`config.mk`:
```
export PLATFORM = sky130hd
export DESIGN_NAME = morse_letter_keyer_unit
export DESIGN_NICKNAME = d
export VERILOG_FILES = /design/src/rtl/mlk_pkg.sv /design/src/rtl/morse_letter_keyer_unit.sv /design/src/rtl/mlk_front.sv /design/src/rtl/mlk_queue.sv /design/src/rtl/mlk_back.sv
export SDC_FILE = /design/constraint.sdc
export NUM_CORES = 1
export LEC_CHECK = 0
export BUFFER_PORTS_ARGS = -buffer_cell sky130_fd_sc_hd__buf_2
export CORE_MARGIN = 2
export CORE_UTILIZATION = 35
export CTS_CLUSTER_DIAMETER = 60
export DETAILED_ROUTE_END_ITERATION = 10
export PLACE_DENSITY = 0.63
export SETUP_SLACK_MARGIN = 0.2
export SYNTH_ARGS = -nofsm -noshare
export SYNTH_HDL_FRONTEND = slang
export SYNTH_HIERARCHICAL = 1
export SYNTH_SLANG_ARGS = --single-unit
```
`constraint.sdc`:
```
create_clock -name clock -period 2.5 [get_ports clock]
set_input_delay 0.5 -clock clock [delete_from_list [all_inputs] [get_ports clock]]
set_output_delay 0.5 -clock clock [all_outputs]
set_load 0.1 [all_outputs]
```
`src/rtl/mlk_pkg.sv`:
```
`timescale 1ns / 1ps
`default_nettype none
// ----------------------------------------------------------------------------
// mlk_pkg: shared types and constants of the Morse letter keyer
// Element codes, register addresses, reset values and the letter pattern
// tables for a to z.
// ----------------------------------------------------------------------------
package mlk_pkg;

   localparam int TIME_W = 16;
   localparam int CHAR_W = 8;
   localparam int CNT_W  = 3;
   localparam int BITS_W = 4;

   typedef enum logic [1:0] {
      EL_INDICATOR = 2'd0,
      EL_DOT       = 2'd1,
      EL_DASH      = 2'd2
   } element_type;

   typedef enum logic [1:0] {
      REG_DOT       = 2'd0,
      REG_DASH      = 2'd1,
      REG_INDICATOR = 2'd2
   } reg_index_type;

   localparam logic [TIME_W-1:0] DOT_RESET       = 16'd250;
   localparam logic [TIME_W-1:0] DASH_RESET      = 16'd1000;
   localparam logic [TIME_W-1:0] INDICATOR_RESET = 16'd500;

   localparam logic [CHAR_W-1:0] CHAR_A = 8'h61;
   localparam logic [CHAR_W-1:0] CHAR_Z = 8'h7a;

   // Element count per letter, and pattern bits with 1 for a dash; the
   // first element is the most significant used bit.
   localparam logic [CNT_W-1:0] SYM_COUNT [26] = '{
      3'd2, 3'd4, 3'd4, 3'd3, 3'd1, 3'd4, 3'd3, 3'd4, 3'd2, 3'd4, 3'd3, 3'd4, 3'd2,
      3'd2, 3'd3, 3'd4, 3'd4, 3'd3, 3'd3, 3'd1, 3'd3, 3'd4, 3'd3, 3'd4, 3'd4, 3'd4
   };
   localparam logic [BITS_W-1:0] SYM_BITS [26] = '{
      4'd1, 4'd8, 4'd10, 4'd4, 4'd0, 4'd2, 4'd6, 4'd0, 4'd0, 4'd7, 4'd5, 4'd4, 4'd3,
      4'd2, 4'd7, 4'd6, 4'd13, 4'd2, 4'd0, 4'd1, 4'd1, 4'd1, 4'd3, 4'd9, 4'd11, 4'd12
   };

   typedef struct packed {
      logic [CNT_W-1:0]  count;
      logic [BITS_W-1:0] bits;
   } sym_type;

   function automatic sym_type letter_sym(input logic [CHAR_W-1:0] ch);
      sym_type           s;
      logic [CHAR_W-1:0] off;
      s   = '0;
      off = ch - CHAR_A;
      if (ch inside {[CHAR_A:CHAR_Z]}) begin
         s.count = SYM_COUNT[off[4:0]];
         s.bits  = SYM_BITS[off[4:0]];
      end
      return s;
   endfunction

endpackage
`default_nettype wire

```
`src/rtl/morse_letter_keyer_unit.sv`:
```
`timescale 1ns / 1ps
`default_nettype none
// Path: the first element of a character passes through the intake
// register, the pattern queue and the registered output stage.
// Throughput: one element per cycle while the output is not stalled; a
// character gives the indicator and its dots and dashes, one to five in all.
// Reset: synchronous; empties the queue and output stage and restores the
// dot, dash and indicator times to 250, 1000 and 500.
// ----------------------------------------------------------------------------
// morse_letter_keyer_unit: Morse letter keyer
// Turns each character into an indicator pulse followed by the timed dots
// and dashes of a to z letters, with the element times set over the CSR port.
// ----------------------------------------------------------------------------
module morse_letter_keyer_unit #(
   parameter int QUEUE_DEPTH = 2
) (
   input  wire logic        clock,
   input  wire logic        reset,
   input  wire logic        req_tvalid,
   output logic             req_tready,
   input  wire logic [7:0]  req_tdata,   // [7:0] letter
   output logic             rsp_tvalid,
   input  wire logic        rsp_tready,
   output logic [39:0]      rsp_tdata,   // [1:0] element, [17:2] high_time_ms,
                                         // [33:18] low_time_ms, [39:34] zero
   output logic             rsp_tlast,
   input  wire logic        csr_psel,
   input  wire logic        csr_penable,
   input  wire logic        csr_pwrite,
   input  wire logic [3:0]  csr_paddr,
   input  wire logic [31:0] csr_pwdata,
   output logic [31:0]      csr_prdata,
   output logic             csr_pready
);
   import mlk_pkg::*;

   logic [TIME_W-1:0] dot_ff, dot_in;
   logic [TIME_W-1:0] dash_ff, dash_in;
   logic [TIME_W-1:0] ind_ff, ind_in;
   logic              wr_en;
   reg_index_type     reg_sel;

   logic    push_valid, push_ready;
   sym_type push_sym;
   logic    head_valid, pop;
   sym_type head_sym;

   assign csr_pready = 1'b1;
   assign wr_en      = csr_psel && csr_penable && csr_pwrite && csr_pready;
   assign reg_sel    = reg_index_type'(csr_paddr[3:2]);

   always_comb begin
      dot_in  = dot_ff;
      dash_in = dash_ff;
      ind_in  = ind_ff;
      if (wr_en) begin
         case (reg_sel)
            REG_DOT:       dot_in  = csr_pwdata[TIME_W-1:0];
            REG_DASH:      dash_in = csr_pwdata[TIME_W-1:0];
            REG_INDICATOR: ind_in  = csr_pwdata[TIME_W-1:0];
            default:       ;
         endcase
      end
   end

   always_comb begin
      case (reg_sel)
         REG_DOT:       csr_prdata = {16'd0, dot_ff};
         REG_DASH:      csr_prdata = {16'd0, dash_ff};
         REG_INDICATOR: csr_prdata = {16'd0, ind_ff};
         default:       csr_prdata = '0;
      endcase
   end

   always_ff @(posedge clock) begin
      if (reset) begin
         dot_ff  <= DOT_RESET;
         dash_ff <= DASH_RESET;
         ind_ff  <= INDICATOR_RESET;
      end else begin
         dot_ff  <= dot_in;
         dash_ff <= dash_in;
         ind_ff  <= ind_in;
      end
   end

   mlk_front u_front (
      .clock      (clock),
      .reset      (reset),
      .req_tvalid (req_tvalid),
      .req_tready (req_tready),
      .req_tdata  (req_tdata),
      .push_valid (push_valid),
      .push_ready (push_ready),
      .push_sym   (push_sym)
   );

   mlk_queue #(
      .DEPTH (QUEUE_DEPTH)
   ) u_queue (
      .clock      (clock),
      .reset      (reset),
      .push_valid (push_valid),
      .push_ready (push_ready),
      .push_sym   (push_sym),
      .head_valid (head_valid),
      .pop        (pop),
      .head_sym   (head_sym)
   );

   mlk_back u_back (
      .clock          (clock),
      .reset          (reset),
      .head_valid     (head_valid),
      .head_sym       (head_sym),
      .pop            (pop),
      .dot_time       (dot_ff),
      .dash_time      (dash_ff),
      .indicator_time (ind_ff),
      .rsp_tvalid     (rsp_tvalid),
      .rsp_tready     (rsp_tready),
      .rsp_tdata      (rsp_tdata),
      .rsp_tlast      (rsp_tlast)
   );

endmodule
`default_nettype wire

```
`src/rtl/mlk_front.sv`:
```
`timescale 1ns / 1ps
`default_nettype none
// ----------------------------------------------------------------------------
// mlk_front: character intake
// Accepts one character per cycle while the queue is not full and registers
// its Morse pattern for the queue.
// ----------------------------------------------------------------------------
module mlk_front (
   input  wire logic                    clock,
   input  wire logic                    reset,
   input  wire logic                    req_tvalid,
   output logic                         req_tready,
   input  wire logic [7:0]              req_tdata,
   output logic                         push_valid,
   input  wire logic                    push_ready,
   output mlk_pkg::sym_type             push_sym
);
   import mlk_pkg::*;

   logic    valid_ff, valid_in;
   sym_type sym_ff, sym_in;

   assign req_tready = !valid_ff || push_ready;
   assign push_valid = valid_ff;
   assign push_sym   = sym_ff;

   always_comb begin
      valid_in = valid_ff;
      sym_in   = sym_ff;
      if (req_tready) begin
         valid_in = req_tvalid;
         sym_in   = letter_sym(req_tdata);
      end
   end

   always_ff @(posedge clock) begin
      if (reset) begin
         valid_ff <= 1'b0;
      end else begin
         valid_ff <= valid_in;
      end
      sym_ff <= sym_in;
   end

endmodule
`default_nettype wire

```
`src/rtl/mlk_queue.sv`:
```
`timescale 1ns / 1ps
`default_nettype none
// ----------------------------------------------------------------------------
// mlk_queue: pattern queue
// Short first-in first-out queue between intake and element sequencer.
// ----------------------------------------------------------------------------
module mlk_queue #(
   parameter int DEPTH = 2
) (
   input  wire logic                    clock,
   input  wire logic                    reset,
   input  wire logic                    push_valid,
   output logic                         push_ready,
   input  wire mlk_pkg::sym_type        push_sym,
   output logic                         head_valid,
   input  wire logic                    pop,
   output mlk_pkg::sym_type             head_sym
);
   import mlk_pkg::*;

   localparam int PTR_W = (DEPTH > 1) ? $clog2(DEPTH) : 1;
   localparam int LVL_W = $clog2(DEPTH + 1);
   localparam logic [PTR_W-1:0] LAST_PTR = PTR_W'(DEPTH - 1);
   localparam logic [LVL_W-1:0] FULL_LVL = LVL_W'(DEPTH);

   sym_type          mem_ff [DEPTH];
   logic [PTR_W-1:0] wr_ptr_ff, wr_ptr_in;
   logic [PTR_W-1:0] rd_ptr_ff, rd_ptr_in;
   logic [LVL_W-1:0] level_ff, level_in;
   logic             do_push, do_pop;

   assign push_ready = (level_ff != FULL_LVL);
   assign head_valid = (level_ff != '0);
   assign head_sym   = mem_ff[rd_ptr_ff];
   assign do_push    = push_valid && push_ready;
   assign do_pop     = pop && head_valid;

   always_comb begin
      wr_ptr_in = wr_ptr_ff;
      rd_ptr_in = rd_ptr_ff;
      level_in  = level_ff;
      if (do_push) begin
         wr_ptr_in = (wr_ptr_ff == LAST_PTR) ? '0 : wr_ptr_ff + 1'b1;
      end
      if (do_pop) begin
         rd_ptr_in = (rd_ptr_ff == LAST_PTR) ? '0 : rd_ptr_ff + 1'b1;
      end
      if (do_push && !do_pop) begin
         level_in = level_ff + 1'b1;
      end else if (do_pop && !do_push) begin
         level_in = level_ff - 1'b1;
      end
   end

   always_ff @(posedge clock) begin
      if (reset) begin
         wr_ptr_ff <= '0;
         rd_ptr_ff <= '0;
         level_ff  <= '0;
      end else begin
         wr_ptr_ff <= wr_ptr_in;
         rd_ptr_ff <= rd_ptr_in;
         level_ff  <= level_in;
      end
   end

   always_ff @(posedge clock) begin
      if (do_push) begin
         mem_ff[wr_ptr_ff] <= push_sym;
      end
   end

endmodule
`default_nettype wire

```
`src/rtl/mlk_back.sv`:
```
`timescale 1ns / 1ps
`default_nettype none
// ----------------------------------------------------------------------------
// mlk_back: element sequencer
// Walks the queued pattern into a registered output stage, one element per
// cycle unless stalled: the indicator pulse first, then each dot or dash.
// ----------------------------------------------------------------------------
module mlk_back (
   input  wire logic                    clock,
   input  wire logic                    reset,
   input  wire logic                    head_valid,
   input  wire mlk_pkg::sym_type        head_sym,
   output logic                         pop,
   input  wire logic [15:0]             dot_time,
   input  wire logic [15:0]             dash_time,
   input  wire logic [15:0]             indicator_time,
   output logic                         rsp_tvalid,
   input  wire logic                    rsp_tready,
   output logic [39:0]                  rsp_tdata,
   output logic                         rsp_tlast
);
   import mlk_pkg::*;

   logic [CNT_W-1:0]  idx_ff, idx_in;
   logic              valid_ff, valid_in;
   element_type       el_ff, el_in;
   logic [TIME_W-1:0] hi_ff, hi_in;
   logic [TIME_W-1:0] lo_ff, lo_in;
   logic              last_ff, last_in;
   logic              load;
   logic [CNT_W-1:0]  shift;
   logic              is_dash;
   logic [TIME_W-1:0] t;

   assign load    = head_valid && (!valid_ff || rsp_tready);
   assign shift   = head_sym.count - idx_ff;
   assign is_dash = head_sym.bits[shift[1:0]];
   assign t       = is_dash ? dash_time : dot_time;

   always_comb begin
      el_in   = el_ff;
      hi_in   = hi_ff;
      lo_in   = lo_ff;
      last_in = last_ff;
      idx_in  = idx_ff;
      pop     = 1'b0;
      valid_in = valid_ff && !rsp_tready;
      if (load) begin
         valid_in = 1'b1;
         if (idx_ff == '0) begin
            el_in   = EL_INDICATOR;
            hi_in   = indicator_time;
            lo_in   = '0;
            last_in = (head_sym.count == '0);
         end else begin
            el_in   = is_dash ? EL_DASH : EL_DOT;
            hi_in   = t;
            lo_in   = t;
            last_in = (idx_ff == head_sym.count);
         end
         if (last_in) begin
            pop    = 1'b1;
            idx_in = '0;
         end else begin
            idx_in = idx_ff + 1'b1;
         end
      end
   end

   always_ff @(posedge clock) begin
      if (reset) begin
         valid_ff <= 1'b0;
         idx_ff   <= '0;
      end else begin
         valid_ff <= valid_in;
         idx_ff   <= idx_in;
      end
      el_ff   <= el_in;
      hi_ff   <= hi_in;
      lo_ff   <= lo_in;
      last_ff <= last_in;
   end

   assign rsp_tvalid = valid_ff;
   assign rsp_tlast  = last_ff;
   assign rsp_tdata  = {6'd0, lo_ff, hi_ff, el_ff};

endmodule
`default_nettype wire

```
## Yosys cells after proc, flatten, opt, wreduce, memory -nomap -nowiden

Memory sizes are Yosys's and may differ from the RTL's. A register that Yosys moved wholly into a read port is not among the register bits.
Index checks and enable logic that the tools add are counted.

- Memory bits (writable): 14
- Input port bits: 51
- Flip-flop bits (word level): 92
- Output and inout port bits: 76
- Word-level logic and storage cells: 77
- ROM bits: 224
- Memories: 3

- Equal/unequal tests: 4
- $add $sub $neg: 7
- $lt $le $gt $ge: 3
- Reductions and logical operators: 26
- Mux-type cells: 20
- Bitwise logic cells: 1

Memories:

| name | words | bits a word | rd ports | clocked after memory_dff | write ports | RTL line | source |
|---|---|---|---|---|---|---|---|
| (no name shown) | 32 | 4 | 1 | 1 | 0 | mlk_pkg.sv:57 | `s.bits = SYM_BITS[off[4:0]];` |
| (no name shown) | 32 | 3 | 1 | 1 | 0 | mlk_pkg.sv:56 | `s.count = SYM_COUNT[off[4:0]];` |
| u_queue.mem_ff | 2 | 7 | 1 | 1 | 1 | mlk_queue.sv:26 | `sym_type mem_ff [DEPTH];` |

Operator list:

| cell | number |
|---|---|
| one-hot mux 16 bit (3 select lines) | 1 |
| two-way mux 16 bit | 2 |
| two-way mux 1 bit | 12 |
| logical AND 1 bit | 9 |
| >= comparator 8 x 7 -> 1 bit (second input constant) | 1 |
| <= comparator 8 x 7 -> 1 bit (second input constant) | 1 |
| logical NOT 1 bit | 7 |
| logical NOT 3 bit | 2 |
| two-way mux 2 bit | 3 |
| inverter 5 -> 6 bit | 1 |
| AND reduction 2 bit | 3 |
| subtractor 5 x 1 -> 5 bit (second input constant) | 1 |
| nonzero test 2 bit | 2 |
| adder 3 x 1 -> 3 bit (second input constant) | 1 |
| == test 3 bit | 1 |
| < comparator 2 x 3 -> 1 bit (second input constant) | 1 |
| two-way mux 3 bit | 1 |
| adder 1 bit (second input constant) | 2 |
| adder 2 x 1 -> 2 bit (second input constant) | 1 |
| binary-select mux 1 bit (select 2 bit) | 1 |
| == test 2 x 1 -> 1 bit (second input constant) | 1 |
| == test 2 bit (second input constant) | 1 |
| logical NOT 2 bit | 1 |
| logical OR 1 bit | 2 |
| other kinds (3) | 3 |

## Logic depth before layout (Yosys ltp)

Gate-level depths: netlist of run 1.

- Depth after elaboration: 10
- Gate-level depth with buffers: 12
- Mapped depth without buffers: 11

## Modules after synthesis

Netlist of run 1, hierarchy kept.

Modules (own cells, without submodules):

| module | seq. area each (µm²) | instances | cells each | area an instance (µm²) |
|---|---|---|---|---|
| morse_letter_keyer_unit | 960.9 | 1 | 258 | 2407.3 |
| mlk_back | 1131.1 | 1 | 158 | 1888.1 |
| mlk_front | 230.2 | 1 | 119 | 977.2 |
| mlk_queue | 520.5 | 1 | 46 | 734.5 |

## Worst setup path after synthesis of run 1

No wires, ideal clock.

- Path type: input to output
- Start: input port csr_paddr[2]
- End: output port csr_prdata[10]
- Data required time: 2.000 ns
- Arrival: 3.111 ns
- Setup slack: -1.111 ns
- Stages: 4
- Cells stage by stage: buf_6 > buf_2 > mux2i_1 > o21ai_0

- Word-level cells in the longest chain between the ends: 2
- Elaborated cells between the ends (all ways): 4
- Classes of those cells: eq/ne: 2; mux: 1; reduce/logical: 1

Ends and longest elaborated chain:

| item | RTL line | source |
|---|---|---|
| start: declaration | morse_letter_keyer_unit.sv:30 | `input wire logic [3:0] csr_paddr,` |
| == test 2 bit, or another cell as far along | morse_letter_keyer_unit.sv:67 | `case (reg_sel)` |
| one-hot mux 16 bit (3 select lines) (*) | morse_letter_keyer_unit.sv:67 |  |
| end: declaration | morse_letter_keyer_unit.sv:32 | `output logic [31:0] csr_prdata,` |

Mark *: on every way between the ends. The rest lies on a longest branch, timed or not.

==> impl_metrics.py, run 1 <==
metrics = {
    "outcome": {
        "outcome": "finished, final reports clean",
    },
    "layout": {
        "insertedDiodeCount": 0,
        "number_of_filler_cells_placed_in_the_layout": 1516,
        "syn_to_final_growth_pct": 33.6,
        "final_util_pct": 48.0,
        "post_route_cells_drive_above_1_share_pct": 33.0,
        "mostFrequentLayoutCells": "nor2_1, buf_2, mux2i_1",
        "nets": 739,
    },
    "worst_hold_path": {
        "worstHoldStart": "req_tvalid",
        "min_to": "u_front/push_valid",
        "hold_path_depth": 3,
        "holdCritPathClass": "input pin to register",
    },
    "clock_network": {
        "cts_hold_buf": 0,
        "numCtsBuffers": 17,
        "cts.root.buffer_cell": "clkbuf_16",
        "h-tree-depth": 4,
        "clock_insertion_delay_worst_skew_ns": 0.41,
        "sink_count_of_the_clock_tree": 114,
        "clock_path_buffers": 2,
        "tritoncts_clock_tree": "yes",
        "cts.reportedPaths.clkPinSlew_ns": 0.05,
    },
    "synth": {
        "synth-warning-count": 6,
        "count_of_distinct_cell_types_in_the_synthesized_netlist": 66,
        "yosys.area.top_type_share_pct": 28.0,
        "synth_sequential_area_ratio_pct": 47.3,
        "synth.cell_area_sq_mm": 0.00601,
        "main_combinational_cell_family_by_area_after_synthesis": "simple AND/OR/NAND/NOR gates",
        "ys_ff_latch": 114,
        "postSynth.topFlopCell": "dfxtp_1",
        "synth_simple_gate_area_share_pct": 17.7,
        "area_fraction_in_compound_gates_after_synthesis_pct": 8.66,
        "cell_count_after_synthesis": 581,
        "synth.largest_area_cell": "edfxtp_1",
        "synth_adder_area_share_pct": 2.29,
        "post_synth.cell_area_avg_sq_um": 10.3,
        "netlist_top_cells_area": "edfxtp_1, dfxtp_1, mux2i_1",
        "xor_xnor_fraction_of_synth_area_pct": 1.52,
        "synth-edff-count": 56,
        "postSynth.asyncResetShare_pct": 0,
        "muxShareOfSynthArea_pct": 15.4,
    },
    "die": {
        "die_y_um": 135,
        "pin_count": 127,
        "core_area_sq_mm": 0.0167,
        "fp.dieW_um": 135,
        "die_area_sq_mm": 0.0182,
        "initial_utilization_pct": 36.0,
        "num_rows": 47,
    },
    "global_route": {
        "initial_antenna_violation_count": 0,
        "grt_remaining_overflow": 0,
        "grt_pass1_wl_um": 22400,
        "maximum_number_of_pins_on_one_net_before_global_route_repair": 38,
        "grt_pass1_vias": 4600,
        "globalRouteTotalUtil_pct": 15.7,
    },
    "pwr": {
        "power.ir.vdd_worst_mv": 0.534,
        "total_power_of_the_final_layout_mw": 6.99,
        "leakage_nw": 3.20,
        "powerDensity_mw_per_mm2": 872,
    },
    "timing": {
        "grt_setup_unrepaired": "yes",
        "fmax_ghz": 0.418,
        "final-max-slew-violation-count": 0,
        "slew-limit-headroom_pct": 54.6,
        "final_period_minus_worst_setup_slack_ns": 2.39,
        "setup_violations": 0,
        "worst_clock_skew_ns": 0.00670,
        "final_min_period_over_clock_period_pct": 95.7,
        "report.final.hold_viol_count": 0,
        "worst_pin_slew_ns": 0.682,
        "setup_slack_ns": 0.107,
    },
    "route": {
        "route.detailed.wl_per_inst_um": 16.1,
        "via_per_inst": 4.97,
        "final_antenna_net_count": 0,
        "drt_pass1_iterations": 5,
        "detailroute.via_count": 4524,
        "routed_wl_um": 14600,
        "remaining_drc_errors": 0,
        "initialDrtViolationCount": 249,
    },
    "critical_path": {
        "reg2regPathDepth": 7,
        "worst_ep_required_time_ns": 2.64,
        "regToRegSetupSlack_ns": 0.11,
        "worst_path_largest_cell_delay_ns": 0.44,
        "regToRegEndpoint": "u_back/hi_ff[1]",
        "arrival_time_of_data_at_the_critical_path_endpoint_ns": 2.53,
        "worst_setup_path_start_kind": "register",
        "cpMaxStageDelayCell": "mux4_2",
        "timing.critical_path.fanout_max": 4,
        "criticalPathCategory": "register to register",
        "cp_cell_sequence": "mux2_4 -> buf_6 -> xnor3_1 -> mux4_2 -> clkbuf_16 -> mux2i_2 -> a21oi_1",
        "cp_capture_type": "register",
    },
    "placed_design": {
        "pre_cts_slack_ns": -0.00801,
        "hpwl_um": 9670,
        "place.port_buffers": 85,
        "place_congestion": 0.878,
    },
    "job": {
        "timing.max_cap.violations": 0,
    },
}
[cell type report]
class	instances	area (sq um)	share of cell area, %
Clock buffer	21	450	5.61
Clock inverter	11	184	2.29
Inverter	13	52.6	0.655
Multi-Input combinational cell	417	3250	40.5
Sequential cell	114	2850	35.5
Tap cell	220	275	3.43
Timing Repair Buffer	114	966	12.0
[what timing repair did]
item                                    CTS  global route
buffers inserted                          0             1
gates resized for setup                  10            38
gates cloned                              0             3
endpoints found under the setup margin   21            26
pin swaps                                 5            16
[Yosys cell counts, types with 4 or more instances]
master,instances
buf_2,10
inv_1,12
or3_1,5
clkbuf_1,15
nor2b_1,4
nor3b_1,4
nand2b_1,47
o21ai_0,27
o211ai_1,5
edfxtp_1,56
mux2_2,8
nand3_1,8
nor2_1,71
dfxtp_1,58
buf_4,27
mux2i_1,81
a21oi_1,31
nand2_1,30
ha_1,11
[stage by stage]
stage | instances | hold slack [ns] | cell area, sq um | TNS, ns
global placement | 874 | 0.424 | 7080 | 0
CTS | 906 | 0.338 | 7760 | 0
detailed placement | 874 | 0.431 | 7080 | -0.00801
floorplan | 601 | 0.421 | 6280 | 0
finish | 910 | 0.346 | 8020 | 0
global route | 910 | 0.371 | 8020 | 0
[worst max-delay path, delay by kind of cell, from the launching register on]
kind	cells	cell delay, ns
buffers and inverters	2	0.35
AO/OA/AOI/OAI	1	0.09
XOR/XNOR	1	0.34
flip-flops	1	0.36
multiplexers	3	0.98
[routing by layer]
layer  GRT usage [%]  vias up  routed length, um
met5               0        -                  0
met4            7.12        0                293
met3            3.38       23                736
met2            27.6      147               7450
met1            18.3     2159               6150
li1                -     2195                  -
[worst max path at each step]
stage	from	endpoint	slack, ns	cells after the start
floorplan	csr_paddr[3]	csr_prdata[10]	0.09	2
global placement	register	u_queue/level_ff[1]	0.06	11
detailed placement	register	u_queue/level_ff[1]	-0.008	11
CTS	register	u_queue/level_ff[1]	0.1	9
global route	u_back/idx_ff[1]	u_queue/level_ff[1]	0.04	11
finish	register	u_back/hi_ff[1]	0.11	7
[power breakdown]
part,internal [mW],switching [mW]
registers,2.16,0.0584
logic,0.590,1.59
clock network,1.78,0.815
[cell families after synthesis]
kind of cell / after synthesis
fa+ha+maj: 11
xor+xnor: 8
compound gates: 86
mux: 90
simple gates: 199
buf+inv: 70
flops: 114
other cells: 3
[sequential cells by signal, summed over array words and instances, names as in the netlist, named ones only]
signal	count
u_back/lo_ff	16
dot_ff	16
u_front/push_valid	1
u_queue/level_ff	2
dash_ff	16
u_back/rsp_tlast	1
u_front/push_sym	7
u_back/rsp_tvalid	1
u_queue/rd_ptr_ff	1
u_back/el_ff	2
u_queue/wr_ptr_ff	1
u_back/idx_ff	3
ind_ff	16
u_back/hi_ff	16
u_queue/mem_ff	14
Power figures use the tool's default switching activity.
==> run 2, diff against run 1 <==
--- a/config.mk
+++ b/config.mk
@@ -7,10 +7,10 @@
 export LEC_CHECK = 0
 export BUFFER_PORTS_ARGS = -buffer_cell sky130_fd_sc_hd__buf_2
 export CORE_MARGIN = 2
-export CORE_UTILIZATION = 35
+export CORE_UTILIZATION = 40
 export CTS_CLUSTER_DIAMETER = 60
 export DETAILED_ROUTE_END_ITERATION = 10
-export PLACE_DENSITY = 0.63
+export PLACE_DENSITY = 0.7
 export SETUP_SLACK_MARGIN = 0.2
 export SYNTH_ARGS = -nofsm -noshare
 export SYNTH_HDL_FRONTEND = slang
==> run 2 against run 1 <==
Net effect:
- final area about the same
- clock-buffer cell count decreased by 3
- routed wire length decreased by 0.53%
- flip-flop and latch count unchanged
- via count increased by 2.5%
- clock power decreased by 2%
- clock skew increased by 0.0028 ns
- global-route usage increased by 2.1 points
- utilization increased by 6.9 points
- first-iteration DRC count increased by 32%
- register-to-register slack got worse by 0.03 ns
- maximum frequency decreased by 1.0%
- critical path type unchanged
- largest cell class unchanged
- highest routed layer unchanged
==> impl_metrics.py, run 2 (synthesized netlist as in run 1, its figures left out) <==
metrics = {
    "outcome": {
        "outcome": "finished, final reports clean",
    },
    "clock_network": {
        "sink_count_of_the_clock_tree": 114,
        "clock_path_buffers": 2,
        "numCtsBuffers": 17,
        "cts.root.buffer_cell": "clkbuf_16",
        "cts_hold_buf": 0,
        "cts.reportedPaths.clkPinSlew_ns": 0.05,
        "h-tree-depth": 4,
        "clock_insertion_delay_worst_skew_ns": 0.41,
        "tritoncts_clock_tree": "yes",
    },
    "timing": {
        "setup_violations": 0,
        "fmax_ghz": 0.414,
        "report.final.hold_viol_count": 0,
        "setup_slack_ns": 0.0820,
        "grt_setup_unrepaired": "yes",
        "final_min_period_over_clock_period_pct": 96.7,
        "slew-limit-headroom_pct": 57.2,
        "worst_clock_skew_ns": 0.00948,
        "final_period_minus_worst_setup_slack_ns": 2.42,
        "final-max-slew-violation-count": 0,
        "worst_pin_slew_ns": 0.640,
        "setup_tns_ns": 0,
    },
    "pwr": {
        "share_seq_of_total_power_pct": 31.8,
        "clockPowerShare_pct": 36.5,
        "power.ir.vdd_worst_mv": 0.543,
        "power.share.combinational_pct": 31.6,
        "p_switching_mw": 2.52,
        "total_power_of_the_final_layout_mw": 6.96,
        "powerDensity_mw_per_mm2": 868,
        "leakage_nw": 3.20,
        "cell_internal_power_dissipation_mw": 4.44,
        "p_sw_share_pct": 36.2,
    },
    "placed_design": {
        "pre_cts_slack_ns": 0.0119,
        "hpwl_um": 9430,
        "place.port_buffers": 85,
        "place_congestion": 0.869,
        "numPlacedInstances": 839,
    },
    "critical_path": {
        "worst_setup_path_start_kind": "register",
        "regToRegSetupSlack_ns": 0.08,
        "cp_capture_type": "register",
        "timing.critical_path.fanout_max": 4,
        "criticalPathCategory": "register to register",
        "worst_ep_required_time_ns": 2.83,
        "arrival_time_of_data_at_the_critical_path_endpoint_ns": 2.75,
        "reg2regPathDepth": 9,
    },
    "die": {
        "die_y_um": 127,
        "fp.dieW_um": 127,
        "pin_count": 127,
        "die_area_sq_mm": 0.0160,
        "core_area_sq_mm": 0.0146,
        "initial_utilization_pct": 41.2,
        "num_rows": 44,
    },
    "route": {
        "via_per_inst": 5.29,
        "initialDrtViolationCount": 329,
        "routed_wl_um": 14600,
        "remaining_drc_errors": 0,
        "final_antenna_net_count": 0,
        "drt_pass1_iterations": 7,
        "route.detailed.wl_per_inst_um": 16.6,
        "detailroute.via_count": 4635,
    },
    "layout": {
        "final_util_pct": 55.0,
        "syn_to_final_growth_pct": 33.5,
        "nets": 742,
        "mostFrequentLayoutCells": "nor2_1, buf_2, mux2i_1",
        "insertedDiodeCount": 0,
        "final_cell_count_without_fillers": 877,
        "post_route_cells_drive_above_1_share_pct": 34.2,
        "commonest_non_fill_non_tap_cell_in_the_layout": "nor2_1",
    },
    "job": {
        "timing.max_cap.violations": 0,
    },
    "global_route": {
        "maximum_number_of_pins_on_one_net_before_global_route_repair": 37,
        "globalRouteTotalUtil_pct": 17.8,
        "initial_antenna_violation_count": 0,
        "grt_remaining_overflow": 0,
        "grt_pass1_vias": 4587,
        "grt_pass1_wl_um": 22800,
    },
    "worst_hold_path": {
        "holdCritPathClass": "input pin to register",
        "hold_path_depth": 3,
    },
}
run 2: cell count changes in the layout (fill, tap and decap cells not counted), moves of 2 or more:
cell	previous run	this run
a21oi_2	8	11
clkbuf_1	3	0
buf_6	2	0
a21oi_1	23	20
mux2i_2	5	2
buf_4	22	28
mux2i_4	11	14
clkinv_4	0	3
run 2: area by class of cell:
cell class	instances	area, sq um
multi-input combinational	417	3290
tap	184	230
fill	1192	6570
sequential	114	2850
inverter	13	52.6
clock buffer	18	439
clock inverter	14	188
timing repair buffer	117	968
run 2: final timing paths:
path                                           from              endpoint
worst max-delay path                       register   u_queue/level_ff[1]
worst min-delay path                     req_tvalid    u_front/push_valid
worst max register to register             register   u_queue/level_ff[1]
worst min register to register  u_front/push_sym[2]  u_queue/mem_ff[1][2]
run 2: critical path: stages (launching register included):
cell,delay (ns)
dfxtp_4,0.36
mux2_4,0.32
or3_4,0.38
a32oi_2,0.26
and2_4,0.20
o21ai_4,0.07
ha_4,0.17
xor2_1,0.14
or3_1,0.32
a21oi_1,0.13
run 2: power groups by stage:
stage	Sequential (mW)	Combinational, mW	Clock (mW)
floorplan	2.94	0.892	0
global placement	2.24	1.91	0
finish	2.22	2.20	2.54
detailed placement	2.25	1.93	0
global route	2.23	2.29	2.66
CTS	2.22	1.98	2.58
run 2: routing by layer:
metal	vias up	wire [um]	GRT usage (%)
met1	2223	5980	21.3
li1	2198	-	-
met5	-	0	0
met4	0	396	8.40
met3	39	913	3.71
met2	175	7270	30.7
run 2: per-stage QoR:
stage,area [sq um],hold WS [ns]
finish,8020,0.350
detailed placement,7030,0.429
floorplan,6280,0.421
global placement,7030,0.422
global route,8020,0.357
CTS,7750,0.335
run 2: repair_timing:
item                                    CTS  global route
endpoints found under the setup margin   33            34
resized for setup                        15            39
pin swaps                                 7            11
gates cloned                              0             2
buffers inserted                          3             1
==> run 3, diff against run 2 <==
--- a/config.mk
+++ b/config.mk
@@ -11,6 +11,7 @@
 export CTS_CLUSTER_DIAMETER = 60
 export DETAILED_ROUTE_END_ITERATION = 10
 export PLACE_DENSITY = 0.7
+export REMOVE_ABC_BUFFERS = 1
 export SETUP_SLACK_MARGIN = 0.2
 export SYNTH_ARGS = -nofsm -noshare
 export SYNTH_HDL_FRONTEND = slang
==> run 3 against run 2 <==
Net effect:
- hold slack better by 0.0048 ns
- global-route usage down 1.0 points
- final area down 3.8%
- clock-buffer cell count up 7
- sequential share of layout area up 1.4 points
- critical path depth unchanged
- die area unchanged
- non-clock buffer count up 3
- routed wire length down 3.7%
- first-iteration DRC count up 4.6%
- critical endpoint unchanged
- largest cell class unchanged
- highest routed layer unchanged
==> impl_metrics.py, run 3 (synthesized netlist as in run 1, its figures left out) <==
metrics = {
    "layout": {
        "commonest_non_fill_non_tap_cell_in_the_layout": "nor2_1",
        "nets": 745,
        "post_route_cells_drive_above_1_share_pct": 28.9,
        "post-route-cell-area_sq_mm": 0.00771,
        "number_of_filler_cells_placed_in_the_layout": 1211,
        "mostFrequentLayoutCells": "nor2_1, buf_2, mux2i_1",
        "final_cell_count_without_fillers": 880,
        "insertedDiodeCount": 0,
        "syn_to_final_growth_pct": 28.3,
        "final_util_pct": 52.8,
    },
    "timing": {
        "fmax_ghz": 0.425,
        "worst_pin_slew_ns": 0.725,
        "final_min_period_over_clock_period_pct": 94.2,
        "setup_violations": 0,
        "final_period_minus_worst_setup_slack_ns": 2.36,
        "grt_setup_unrepaired": "yes",
        "setup_tns_ns": 0,
        "worst_clock_skew_ns": 0.0109,
        "final-max-slew-violation-count": 0,
        "setup_slack_ns": 0.145,
        "slew-limit-headroom_pct": 51.6,
        "hold_ws_ns": 0.354,
        "report.final.hold_viol_count": 0,
    },
    "global_route": {
        "maximum_number_of_pins_on_one_net_before_global_route_repair": 57,
        "globalRouteTotalUtil_pct": 16.8,
        "grt_pass1_wl_um": 21700,
        "grt_pass1_vias": 4502,
        "grt_remaining_overflow": 0,
        "initial_antenna_violation_count": 0,
    },
    "die": {
        "die_y_um": 127,
        "core_area_sq_mm": 0.0146,
        "initial_utilization_pct": 41.2,
        "fp.dieW_um": 127,
        "num_rows": 44,
        "die_area_sq_mm": 0.0160,
        "pin_count": 127,
    },
    "critical_path": {
        "arrival_time_of_data_at_the_critical_path_endpoint_ns": 2.68,
        "path_delay_family": "simple AND/OR/NAND/NOR gates",
        "cp_num_buf_inv": 0,
        "worst_path_largest_cell_delay_ns": 0.39,
        "cp_capture_type": "register",
        "criticalPathCategory": "register to register",
        "cpMaxStageDelayCell": "or3_4",
        "worst_setup_path_start_kind": "register",
        "cp_cell_sequence": "mux2_4 -> or3_4 -> a32oi_2 -> and2_4 -> o21ai_4 -> ha_4 -> xor2_1 -> or3_1 -> a21oi_1",
        "timing.critical_path.fanout_max": 3,
        "worst_ep_required_time_ns": 2.82,
    },
    "route": {
        "remaining_drc_errors": 0,
        "drt_pass1_iterations": 4,
        "via_per_inst": 5.23,
        "final_antenna_net_count": 0,
        "route.detailed.wl_per_inst_um": 15.9,
        "detailroute.via_count": 4603,
        "initialDrtViolationCount": 344,
        "routed_wl_um": 14000,
    },
    "pwr": {
        "powerDensity_mw_per_mm2": 824,
        "leakage_nw": 3.13,
        "power.ir.vdd_worst_mv": 0.450,
        "total_power_of_the_final_layout_mw": 6.35,
    },
    "placed_design": {
        "place_area_sq_mm": 0.00688,
        "place_congestion": 0.865,
        "numPlacedInstances": 843,
        "pre_cts_slack_ns": -0.125,
        "place.port_buffers": 85,
        "hpwl_um": 9010,
    },
    "clock_network": {
        "cts.root.buffer_cell": "clkbuf_16",
        "cts_hold_buf": 0,
        "h-tree-depth": 4,
        "numCtsBuffers": 17,
        "tritoncts_clock_tree": "yes",
        "sink_count_of_the_clock_tree": 114,
        "clock_insertion_delay_worst_skew_ns": 0.40,
        "cts.reportedPaths.clkPinSlew_ns": 0.05,
        "clock_path_buffers": 2,
    },
    "outcome": {
        "outcome": "finished, final reports clean",
    },
    "worst_hold_path": {
        "holdCritPathClass": "input pin to register",
    },
    "job": {
        "timing.max_cap.violations": 0,
    },
}
[run 3: cell types whose count changed in the layout (fill, tap and decap cells not counted), moves of 3 or more]
cell / previous run / this run
o21ai_0: 10 / 26
o21ai_4: 10 / 1
clkbuf_1: 0 / 8
o21ai_2: 7 / 0
a21oi_1: 20 / 24
a21oi_2: 11 / 7
bufinv_16: 4 / 0
buf_6: 0 / 3
clkinv_4: 3 / 0
clkinvlp_4: 4 / 1
mux2i_4: 14 / 11
[run 3: final cells by class]
type | instances | area [sq um] | area share, %
Tap cell | 184 | 230 | 2.99
Clock inverter | 7 | 36.3 | 0.471
Clock buffer | 25 | 455 | 5.91
Inverter | 13 | 48.8 | 0.633
Multi-Input combinational cell | 417 | 3080 | 39.9
Sequential cell | 114 | 2850 | 36.9
Timing Repair Buffer | 120 | 1020 | 13.2
[run 3: final timing paths]
check / startpoint / slack (ns) / to / depth (start not counted)
worst max-delay path: register / 0.14 / u_queue/level_ff[1] / 9
worst min register to register: u_front/push_sym[5] / 0.45 / u_queue/mem_ff[1][5] / 0
worst min-delay path: req_tvalid / 0.35 / u_front/push_valid / 3
worst max register to register: register / 0.14 / u_queue/level_ff[1] / 9
[run 3: report_power, final]
group | leakage [nW] | switching [mW] | internal, mW
clock network | 0.240 | 0.769 | 1.25
logic | 1.88 | 1.55 | 0.566
registers | 1.01 | 0.0552 | 2.16
total | 3.13 | 2.38 | 3.97
[run 3: layer usage]
layer	up-vias	wire [um]	share of wire [%]	track usage, %
met5	-	0	0	0
met4	0	311	2.2	6.66
met3	21	725	5.2	3.67
met2	171	7110	51	29.3
met1	2205	5870	42	20.2
li1	2206	-	-	-
[run 3: worst reg2reg max path: stages (launching register included)]
cell     delay [ns]
dfxtp_4        0.36
mux2_4         0.31
or3_4          0.39
a32oi_2        0.23
and2_4         0.18
o21ai_4        0.06
ha_4           0.16
xor2_1         0.14
or3_1          0.32
a21oi_1        0.12
[run 3: repair_timing]
item	4_1_cts	5_1_grt
pin swaps	7	15
cloned	0	3
buffers inserted	1	1
gates resized for setup	15	40
setup endpoints to repair	36	21
